--- config.mk ---
export PLATFORM = sky130hd
export DESIGN_NAME = bavg_ctrl
export DESIGN_NICKNAME = d
export VERILOG_FILES = /design/src/rtl/bavg_pkg.sv /design/src/rtl/bavg_ctrl.sv
export SDC_FILE = /design/constraint.sdc
export NUM_CORES = 1
export LEC_CHECK = 0
export BUFFER_PORTS_ARGS = -buffer_cell sky130_fd_sc_hd__buf_4
export CAP_MARGIN = 40
export CORE_AREA = 8 8 45 47
export DETAILED_ROUTE_END_ITERATION = 10
export DIE_AREA = 0 0 53 55
export GPL_ROUTABILITY_DRIVEN = 0
export PLACE_DENSITY = 0.33
export SYNTH_ARGS = -nofsm -noshare
export SYNTH_HDL_FRONTEND = slang
export SYNTH_SLANG_ARGS = --single-unit
export TNS_END_PERCENT = 30
--- constraint.sdc ---
create_clock -name clk -period 2.2 [get_ports clk]
set_input_delay 0.22 -clock clk [delete_from_list [all_inputs] [get_ports clk]]
set_output_delay 0.22 -clock clk [all_outputs]
set_load 0.02 [all_outputs]
--- src/rtl/bavg_pkg.sv ---
// ----------------------------------------------------------------------------
// bavg_pkg: shared definitions of the block average downscaler
// Pixel and result payload types, register indexes, controller states and the
// command and status groups between controller and datapath.
// ----------------------------------------------------------------------------
package bavg_pkg;

	// Width of one color component.
	localparam int PIX_W = 8;

	// Quotient bits of the block mean; one divider iteration retires one.
	localparam int QUOT_W = 8;
	localparam int STEP_W = 3;

	// Row counter and height register.
	localparam int ROW_W = 10;
	localparam int CFG_DATA_W = 11;
	localparam int CFG_INDEX_W = 2;
	localparam logic [CFG_DATA_W-1:0] HEIGHT_LIMIT = 11'd1024;

	// Register reset values.
	localparam logic [4:0] BLOCK_SIZE_RESET = 5'd2;
	localparam logic [CFG_DATA_W-1:0] IMAGE_WIDTH_RESET = 11'd1024;
	localparam logic [CFG_DATA_W-1:0] IMAGE_HEIGHT_RESET = 11'd1024;

	// Register indexes of the configuration port.
	localparam logic [CFG_INDEX_W-1:0] REG_BLOCK_SIZE = 2'd0;
	localparam logic [CFG_INDEX_W-1:0] REG_IMAGE_WIDTH = 2'd1;
	localparam logic [CFG_INDEX_W-1:0] REG_IMAGE_HEIGHT = 2'd2;

	typedef struct packed {
		logic [PIX_W-1:0] in_red;
		logic [PIX_W-1:0] in_green;
		logic [PIX_W-1:0] in_blue;
	} pixel_t;

	typedef struct packed {
		logic [PIX_W-1:0] out_red;
		logic [PIX_W-1:0] out_green;
		logic [PIX_W-1:0] out_blue;
		logic             final_pixel;
	} result_t;

	typedef enum logic [1:0] {
		ST_IDLE,
		ST_SUM,
		ST_DIV,
		ST_EMIT
	} state_t;

	// Commands from the controller to the datapath.
	typedef struct packed {
		logic accept;
		logic sum;
		logic div_step;
		logic emit;
	} cmd_t;

	// Status from the datapath to the controller.
	typedef struct packed {
		logic need_block;
		logic row_last;
		logic div_done;
	} status_t;

endpackage

--- src/rtl/bavg_ctrl.sv ---
// ----------------------------------------------------------------------------
// bavg_ctrl: controller of the block average downscaler
// Sequences pixel acceptance, the column-sum update, the mean division and
// the hand-off of a finished result to the output register.
// ----------------------------------------------------------------------------
module bavg_ctrl (
	input  logic              clk,
	input  logic              arst_n,
	input  logic              in_valid,
	input  logic              out_ready,
	input  bavg_pkg::status_t status,
	output logic              in_ready,
	output logic              out_valid,
	output bavg_pkg::cmd_t    cmd
);

	import bavg_pkg::*;

	state_t state_q;
	state_t state_next;
	logic   out_valid_q;

	// State register.
	always_ff @(posedge clk or negedge arst_n) begin
		if (!arst_n) begin
			state_q <= ST_IDLE;
		end else begin
			state_q <= state_next;
		end
	end

	// Next state and commands.
	always_comb begin
		state_next = state_q;
		cmd = '0;
		in_ready = 1'b0;
		case (state_q)
			ST_IDLE: begin
				in_ready = 1'b1;
				cmd.accept = in_valid;
				if (in_valid && status.need_block) begin
					state_next = ST_SUM;
				end
			end
			ST_SUM: begin
				cmd.sum = 1'b1;
				state_next = status.row_last ? ST_DIV : ST_IDLE;
			end
			ST_DIV: begin
				cmd.div_step = 1'b1;
				if (status.div_done) begin
					state_next = ST_EMIT;
				end
			end
			ST_EMIT: begin
				// Load the output register once it is free or being emptied.
				if (!out_valid_q || out_ready) begin
					cmd.emit = 1'b1;
					state_next = ST_IDLE;
				end
			end
			default: begin
				state_next = ST_IDLE;
			end
		endcase
	end

	// Output valid flag; a load wins over a transfer in the same cycle.
	always_ff @(posedge clk or negedge arst_n) begin
		if (!arst_n) begin
			out_valid_q <= 1'b0;
		end else if (cmd.emit) begin
			out_valid_q <= 1'b1;
		end else if (out_ready) begin
			out_valid_q <= 1'b0;
		end
	end

	assign out_valid = out_valid_q;

endmodule

==> results by group, run 1 <==
Synthesis
  • Mapped cell area: between 150 and 200 um^2
  • Mapped Avg Cell Area: ~9 um^2
  • Yosys top cell by area: dfrtp_1
  • Synth unique cells: 11
  • Cells after synthesis: 18
  • Ys Warns: 0
  • Syn_nets: 25
  • Seq/Total Area, Yosys: 47.6%
  • #FFs+latches synth: 3
  • Top cells by area, synth: dfrtp_1, and2b_2, a21oi_1
  • Yosys top cell area share: between 40% and 50%

Critical path
  • Crit path max-delay cell type: dfrtp_1
  • Startpoint Class: flip-flop
  • Kind of critical path: flip-flop to primary output
  • Reg2Reg Depth: 3
  • Crit path cell chain: nor2_1 -> and2_1 -> buf_4
  • CP Capture Type: primary output
  • Crit path DAT: 1.12 ns
  • Crit Path Max Fanout: 7
  • Reg2reg end: state_q[0]
  • CP bufs+invs: 1
  • WP data required: about 2.0 ns
  • Worst path max stage delay: around 0.42 ns
  • CP delay by family, top: flip-flops
  • R2r setup slk: 1.22 ns

Clock network
  • CTS resizes: 0
  • Worst-Skew Late Latency: between 0.2 and 0.25 ns
  • Clk sinks: 3
  • CTS tree: built
  • H-Tree Depth: 1
  • Clk buf depth: 2
  • Root Buffer: clkbuf_4
  • Clk pin slew, worst setup/hold paths: 0.04 ns
  • CTS Buf Count: 3

Floorplanning
  • Core footprint: ~1400 um^2
  • Starting density of the core: 11.4%
  • Die Y: 55 um
  • Chip width: roughly 53 um
  • Row cnt: 14
  • Ports: 13
  • Die ar.: roughly 3000 um^2

STA
  • Minimum clock period: 1.34 ns
  • Final worst-path cycle share: just over 60%
  • Fmax achieved: roughly 0.75 GHz
  • Worst-Margin Slew: 0.174 ns
  • Final Hold Viols: 0
  • Max-Slew Margin vs Limit: between 80% and 90%
  • RSZ-0062 raised after global routing: no
  • # setup viols final: 0
  • Setup Skew: 0.000113 ns
  • Final Max Tran Viols: 0
  • TNS Setup: 0 ns

Global route
  • Largest net degree at the start of global routing: 8
  • Global route overflow: 0
  • GRT Total Usage: a little under 4%
  • Vias in the first global route: about 180
  • First-pass GRT wire length: 752 um
  • Initial antenna violation count: 0

Finish
  • Area Overhead vs Synth: 92.9%
  • Multi-input logic area: between 70 and 80 um^2
  • Most frequent cells in the layout: buf_4, dfrtp_1, clkbuf_4
  • Reg area: 75.1 um^2
  • Layout cells sized above 1: 48.6%
  • Final net count: 43
  • Fillers: roughly 160
  • Ant. Diodes: 0
  • Most common cell after layout, fill and taps aside: buf_4

Min path
  • Hold Path Depth: 2
  • Min-delay src: out_ready
  • Hold endpoint: out_valid
  • Worst Hold Class: input pin to flip-flop

Drt
  • Vias: roughly 180
  • DRC viols: 0
  • Routed Antenna Nets: 0
  • Final WL: approximately 530 um
  • Via/cell ratio: about 3.5
  • DRT iter0 DRCs: 4
  • TritonRoute pass-1 iters: 2
  • Avg WL per Cell: a little over 10 um

Outcome
  • Status: finished, final reports clean

Job
  • Max cap viols: 0

Power and ir drop
  • Power Density: around 1400 nW/um^2
  • Total Power: 436 uW
  • LEAKAGE: approximately 0.16 nW
  • Maximum VDD drop: approximately 0.00023 V

Placed design
  • Detail Placement HPWL: roughly 460 um
  • Port Buffers: 12
-- layer usage --
layer | global-route usage [%] | vias to the layer above | share of wire [%]
met1 | 3.19 | 71 | 44
met2 | 4.69 | 13 | 34
met3 | 3.74 | 0 | 21
met5 | 0 | - | 0
li1 | - | 94 | -
met4 | 5.17 | 0 | 0
-- Yosys cell counts, drive strengths merged --
library cell / instances
a21oi: 2
a31oi: 1
and2: 1
and2b: 2
and4b: 1
dfrtp: 3
inv: 2
nand2: 2
nor2: 2
o21ai: 2
-- kinds of logic after synthesis --
family / Yosys count / share of synthesized area [%]
compound gates: 5 / 16.7
buf+inv: 2 / 4.76
flops: 3 / 47.6
simple gates: 8 / 31.0
-- where the power goes --
part           switching (mW)  leakage, nW  internal, mW
Sequential             0.0325       0.0375        0.0813
Clock                  0.0267       0.0150        0.0679
Combinational           0.122        0.106         0.106
Total                   0.181        0.159         0.255
-- stage by stage --
stage	hold WS [ns]	instance area [um^2]	utilization (%)	worst slack [ns]	instances
floorplan	-0.0756	158	-	0.913	18
global placement	0.0116	268	19.3	1.11	46
detailed placement	0.0128	268	19.3	1.10	46
CTS	0.201	304	22.0	0.850	51
global route	0.206	304	22.0	0.770	51
finish	0.199	304	22.0	0.858	51
-- final cells by class --
type                    instances  area share, %
repair buffers                 13           32.9
multi-input cells              13           24.7
clock buffers                   4           8.64
flip-flops and latches          3           24.7
well taps                      16           6.58
inverters                       2           2.47
-- worst max path at each step --
stage / startpoint / to / slack (ns) / cells after the start
floorplan: flip-flop / cmd[3] / 0.91 / 2
global placement: flip-flop / cmd[3] / 1.11 / 3
detailed placement: flip-flop / cmd[3] / 1.10 / 3
CTS: flip-flop / cmd[3] / 0.85 / 3
global route: flip-flop / cmd[3] / 0.77 / 3
finish: flip-flop / cmd[3] / 0.86 / 3
-- what timing repair did --
| action | 4_1_cts | 5_1_grt |
|---|---|---|
| buffers inserted | 0 | 0 |
| hold buffers | 1 | 0 |
| hold endpoints to repair | 3 | 0 |
(Power assumes the default switching activity.)
==> run 2, diff against run 1 <==
- clock period: 2.2 -> 1.4 ns (I/O delays scaled with it)
==> run 2 against run 1 <==
Net effect: first-iteration DRC count is 75% lower; die area stayed put; cell count stayed put; hold slack worse by 0.080 ns; sequential cell count stayed put; total power is 57% higher; wire length is 1.1% lower; clock skew is 0.0018 ns higher; register-to-register slack worse by 0.82 ns.
==> results by group, run 2 (synthesis gave the netlist of run 1 again) <==
Outcome
  • Status: finished, final reports clean

Power and ir drop
  • Power Density: about 2300 nW/um^2
  • Maximum VDD drop: 0.000395 V
  • Total Power: ~700 uW
  • LEAKAGE: ~0.16 nW

Critical path
  • Worst path max stage delay: around 0.42 ns
  • WP data required: roughly 1.3 ns
  • Reg2Reg Depth: 3
  • Crit Path Max Fanout: 7
  • Kind of critical path: flip-flop to primary output
  • Crit path cell chain: nor2_1 -> and2_1 -> buf_4
  • Crit path DAT: about 1.1 ns
  • Crit path max-delay cell type: dfrtp_1
  • R2r setup slk: 0.40 ns
  • CP Capture Type: primary output
  • Reg2reg end: state_q[0]
  • CP bufs+invs: 1
  • Startpoint Class: flip-flop
  • CP delay by family, top: flip-flops

Floorplanning
  • Die ar.: ~2900 um^2
  • Die Y: around 55 um
  • Chip width: about 53 um
  • Starting density of the core: 11.4%
  • Row cnt: 14
  • Core footprint: approximately 1400 um^2
  • Ports: 13

Global route
  • Initial antenna violation count: 0
  • GRT Total Usage: 4.04%
  • Global route overflow: 0
  • Largest net degree at the start of global routing: 8
  • First-pass GRT wire length: about 800 um
  • Vias in the first global route: around 180

Finish
  • Most frequent cells in the layout: buf_4, dfrtp_1, clkbuf_4
  • Non-filler cells, final: 51
  • Area Overhead vs Synth: 92.9%
  • Final net count: between 40 and 50
  • Final Cell Area: ~300 um^2
  • Fillers: between 150 and 200
  • Ant. Diodes: 0
  • Core Util, Final: between 20 and 25%
  • Most common cell after layout, fill and taps aside: buf_4
  • Layout cells sized above 1: between 40 and 50%

STA
  • Fmax achieved: around 0.80 GHz
  • # setup viols final: 0
  • Worst-Margin Slew: between 0.15 and 0.2 ns
  • Worst hold slack: ~0.12 ns
  • Final worst-path cycle share: between 80 and 90%
  • RSZ-0062 raised after global routing: no
  • TNS Setup: 0 ns
  • Minimum clock period: between 1 and 1.5 ns
  • Setup Skew: between 0.0015 and 0.002 ns
  • Final Max Tran Viols: 0
  • Max-Slew Margin vs Limit: 87.9%
  • Final Hold Viols: 0
  • Worst setup margin: approximately 0.15 ns

Drt
  • Met2 wire length: 170 um
  • Met3 WL: 103 um
  • Routed Antenna Nets: 0
  • WL met1: 246 um
  • Via/cell ratio: between 3 and 4
  • Avg WL per Cell: about 10 um
  • Final WL: roughly 520 um
  • TritonRoute pass-1 iters: 2
  • Uppermost layer routed: met3
  • DRT iter0 DRCs: 1
  • Vias: roughly 180
  • DRC viols: 0

Min path
  • Hold endpoint: out_valid
  • Hold Path Depth: 2
  • Worst Hold Class: input pin to flip-flop
  • Min-delay src: out_ready

Clock network
  • Root Buffer: clkbuf_4
  • Worst-Skew Late Latency: 0.23 ns
  • CTS tree: built
  • H-Tree Depth: 1
  • Clk buf depth: 2
  • Clk sinks: 3
  • Clk pin slew, worst setup/hold paths: around 0.04 ns
  • Post-CTS setup buffer count: 0
  • CTS Buf Count: 3

Placed design
  • Pre-CTS WS: approximately 0.38 ns
  • Dpl cells: 46
  • Port Buffers: 12
  • Post-DP Area: approximately 270 um^2

Job
  • Max cap viols: 0
run 2: worst max-delay path by stage:
stage	end	depth (start not counted)	slack [ns]	start
floorplan	cmd[3]	2	0.19	flip-flop
global placement	state_q[0]	3	0.39	flip-flop
detailed placement	cmd[3]	3	0.38	flip-flop
CTS	cmd[3]	3	0.12	flip-flop
global route	cmd[3]	3	0.04	flip-flop
finish	cmd[3]	3	0.15	flip-flop
run 2: where the power goes:
group | switching [mW] | internal (mW)
registers | 0.0521 | 0.128
logic | 0.189 | 0.166
clock network | 0.0456 | 0.107
total | 0.286 | 0.401
run 2: repair_timing:
action	in CTS	in global routing
hold buffers	1	0
hold endpoints to repair	3	0
endpoints found under the setup margin	0	0
gates resized for setup	0	0
run 2: routing by layer:
layer	vias to the layer above	global-route usage, %
li1	94	-
met1	70	3.80
met2	13	4.49
met3	0	3.74
met4	0	5.17
met5	-	0
run 2: final cells by class:
class / instances / area (um^2) / share of cell area [%]
clock buffer: 4 / 26.3 / 8.64
inverter: 2 / 7.51 / 2.47
multi-input combinational: 13 / 75.1 / 24.7
sequential: 3 / 75.1 / 24.7
tap: 16 / 20.0 / 6.58
timing repair buffer: 13 / 100 / 32.9
==> run 3, diff against run 2 <==
- clock period: 1.4 -> 1.6 ns (I/O delays scaled with it)
==> run 3 against run 2 <==
Net effect: sequential share of layout area stayed put; count of clock-buffer cells in the layout unchanged; core utilization unchanged; sequential cell count unchanged; register-to-register slack better by 0.19 ns; first-iteration DRC count grew 100%; cell count unchanged; global-route usage shrank 0.055 points; critical path type unchanged.
==> results by group, run 3 (synthesis gave the netlist of run 1 again) <==
Job
  • Max cap viols: 0

Finish
  • Reg area: roughly 75 um^2
  • Fillers: 160
  • Ant. Diodes: 0
  • Layout cells sized above 1: between 40% and 50%
  • Area Overhead vs Synth: 92.9%
  • Most common cell after layout, fill and taps aside: buf_4
  • Core Util, Final: a little over a fifth
  • Most frequent cells in the layout: buf_4, dfrtp_1, clkbuf_4
  • Final net count: 43
  • Multi-input logic area: around 75 um^2

STA
  • Worst hold slack: about 0.14 ns
  • Fmax achieved: between 0.7 and 0.8 GHz
  • Final worst-path cycle share: 79.6%
  • Setup Skew: roughly 0.00043 ns
  • # setup viols final: 0
  • Final Hold Viols: 0
  • TNS Setup: 0 ns
  • Final Max Tran Viols: 0
  • Worst-Margin Slew: approximately 0.17 ns
  • Minimum clock period: roughly 1.3 ns
  • Max-Slew Margin vs Limit: approximately nine tenths
  • RSZ-0062 raised after global routing: no

Power and ir drop
  • Power Density: a little under 2000 nW/um^2
  • LEAKAGE: about 0.16 nW
  • Maximum VDD drop: around 0.00042 V

Clock network
  • Post-CTS setup buffer count: 0
  • Clk buf depth: 2
  • Clk sinks: 3
  • Clk pin slew, worst setup/hold paths: roughly 0.03 ns
  • Worst-Skew Late Latency: 0.23 ns
  • CTS Buf Count: 3
  • CTS tree: built
  • Root Buffer: clkbuf_4
  • H-Tree Depth: 1

Floorplanning
  • Chip width: about 53 um
  • Core footprint: about 1400 um^2
  • Die ar.: ~3000 um^2
  • Ports: 13
  • Row cnt: 14
  • Starting density of the core: a little under an eighth
  • Die Y: around 55 um

Global route
  • Largest net degree at the start of global routing: 8
  • Initial antenna violation count: 0
  • Busiest grt layer: met4
  • M1 GR Usage: about 3.6%
  • First-pass GRT wire length: between 700 and 800 um
  • Global route overflow: 0
  • GR Util met3: 3.21%
  • Vias in the first global route: about 190
  • GRT Total Usage: 3.99%
  • Met2 global-route usage: slightly below 5%

Critical path
  • CP delay by family, top: flip-flops
  • Crit path DAT: between 1 and 1.5 ns
  • Startpoint Class: flip-flop
  • CP bufs+invs: 1
  • CP Capture Type: primary output
  • Kind of critical path: flip-flop to primary output
  • Worst path max stage delay: 0.42 ns
  • Crit Path Max Fanout: 7
  • Crit path cell chain: nor2_1 -> and2_1 -> buf_4
  • WP data required: around 1.4 ns
  • Crit path max-delay cell type: dfrtp_1

Min path
  • Worst Hold Class: input pin to flip-flop

Drt
  • Final WL: just over 500 um
  • Via/cell ratio: 3.49
  • Avg WL per Cell: around 10 um
  • TritonRoute pass-1 iters: 4
  • DRT iter0 DRCs: 2
  • DRC viols: 0
  • Routed Antenna Nets: 0
  • Vias: about 180

Placed design
  • Detail Placement HPWL: about 430 um
  • Port Buffers: 12

Outcome
  • Status: finished, final reports clean
[run 3: cell counts in the layout (fill, tap and decap cells not counted)]
Identical to the previous run, type by type.
[run 3: timing repair]
action                    4_1_cts  5_1_grt
hold buffers                    1        0
gates resized for setup         0        0
hold endpoints to repair        3        0
[run 3: area by class of cell]
cell class | count | area share [%]
clock buffers | 4 | 8.64
inverters | 2 | 2.47
multi-input cells | 13 | 24.7
flip-flops and latches | 3 | 24.7
well taps | 16 | 6.58
repair buffers | 13 | 32.9
[run 3: metal layers]
metal,vias to the layer above,part of all wire [%]
met4,0,0
met5,-,0
met3,0,19
met2,15,33
met1,68,48
li1,95,-
[run 3: worst paths after layout]
path,slack [ns],endpoint,from,cells past startpoint
setup reg to reg,0.59,state_q[0],flip-flop,3
max in group asynchronous,1.25,out_valid,arst_n,2
hold / removal,0.14,out_valid,out_ready,2
setup / recovery,0.33,cmd[3],flip-flop,3
hold reg to reg,0.56,state_q[0],state_q[0],1
min in group asynchronous,0.26,state_q[0],arst_n,2
[run 3: stage by stage]
stage          area, um^2  setup WS [ns]  instances  power, mW
6_report              304          0.326         51      0.599
5_1_grt               304          0.205         51      0.656
4_1_cts               304          0.313         51      0.613
3_5_place_dp          268          0.567         46      0.476
3_3_place_gp          268          0.571         46      0.479
2_1_floorplan         158          0.373         18      0.329
[run 3: worst register-to-register path, cell delays in order, from the launching register on]
cell	delay (ns)
dfrtp_1	0.42
and4b_1	0.23
a31oi_1	0.15
o21ai_1	0.09
[run 3: where the power goes]
| group | total [mW] | internal, mW | switching, mW | leakage (nW) |
|---|---|---|---|---|
| Sequential | 0.158 | 0.112 | 0.0460 | 0.0375 |
| Clock | 0.128 | 0.0931 | 0.0344 | 0.0150 |
| Combinational | 0.313 | 0.146 | 0.168 | 0.106 |
| Total | 0.599 | 0.350 | 0.248 | 0.159 |
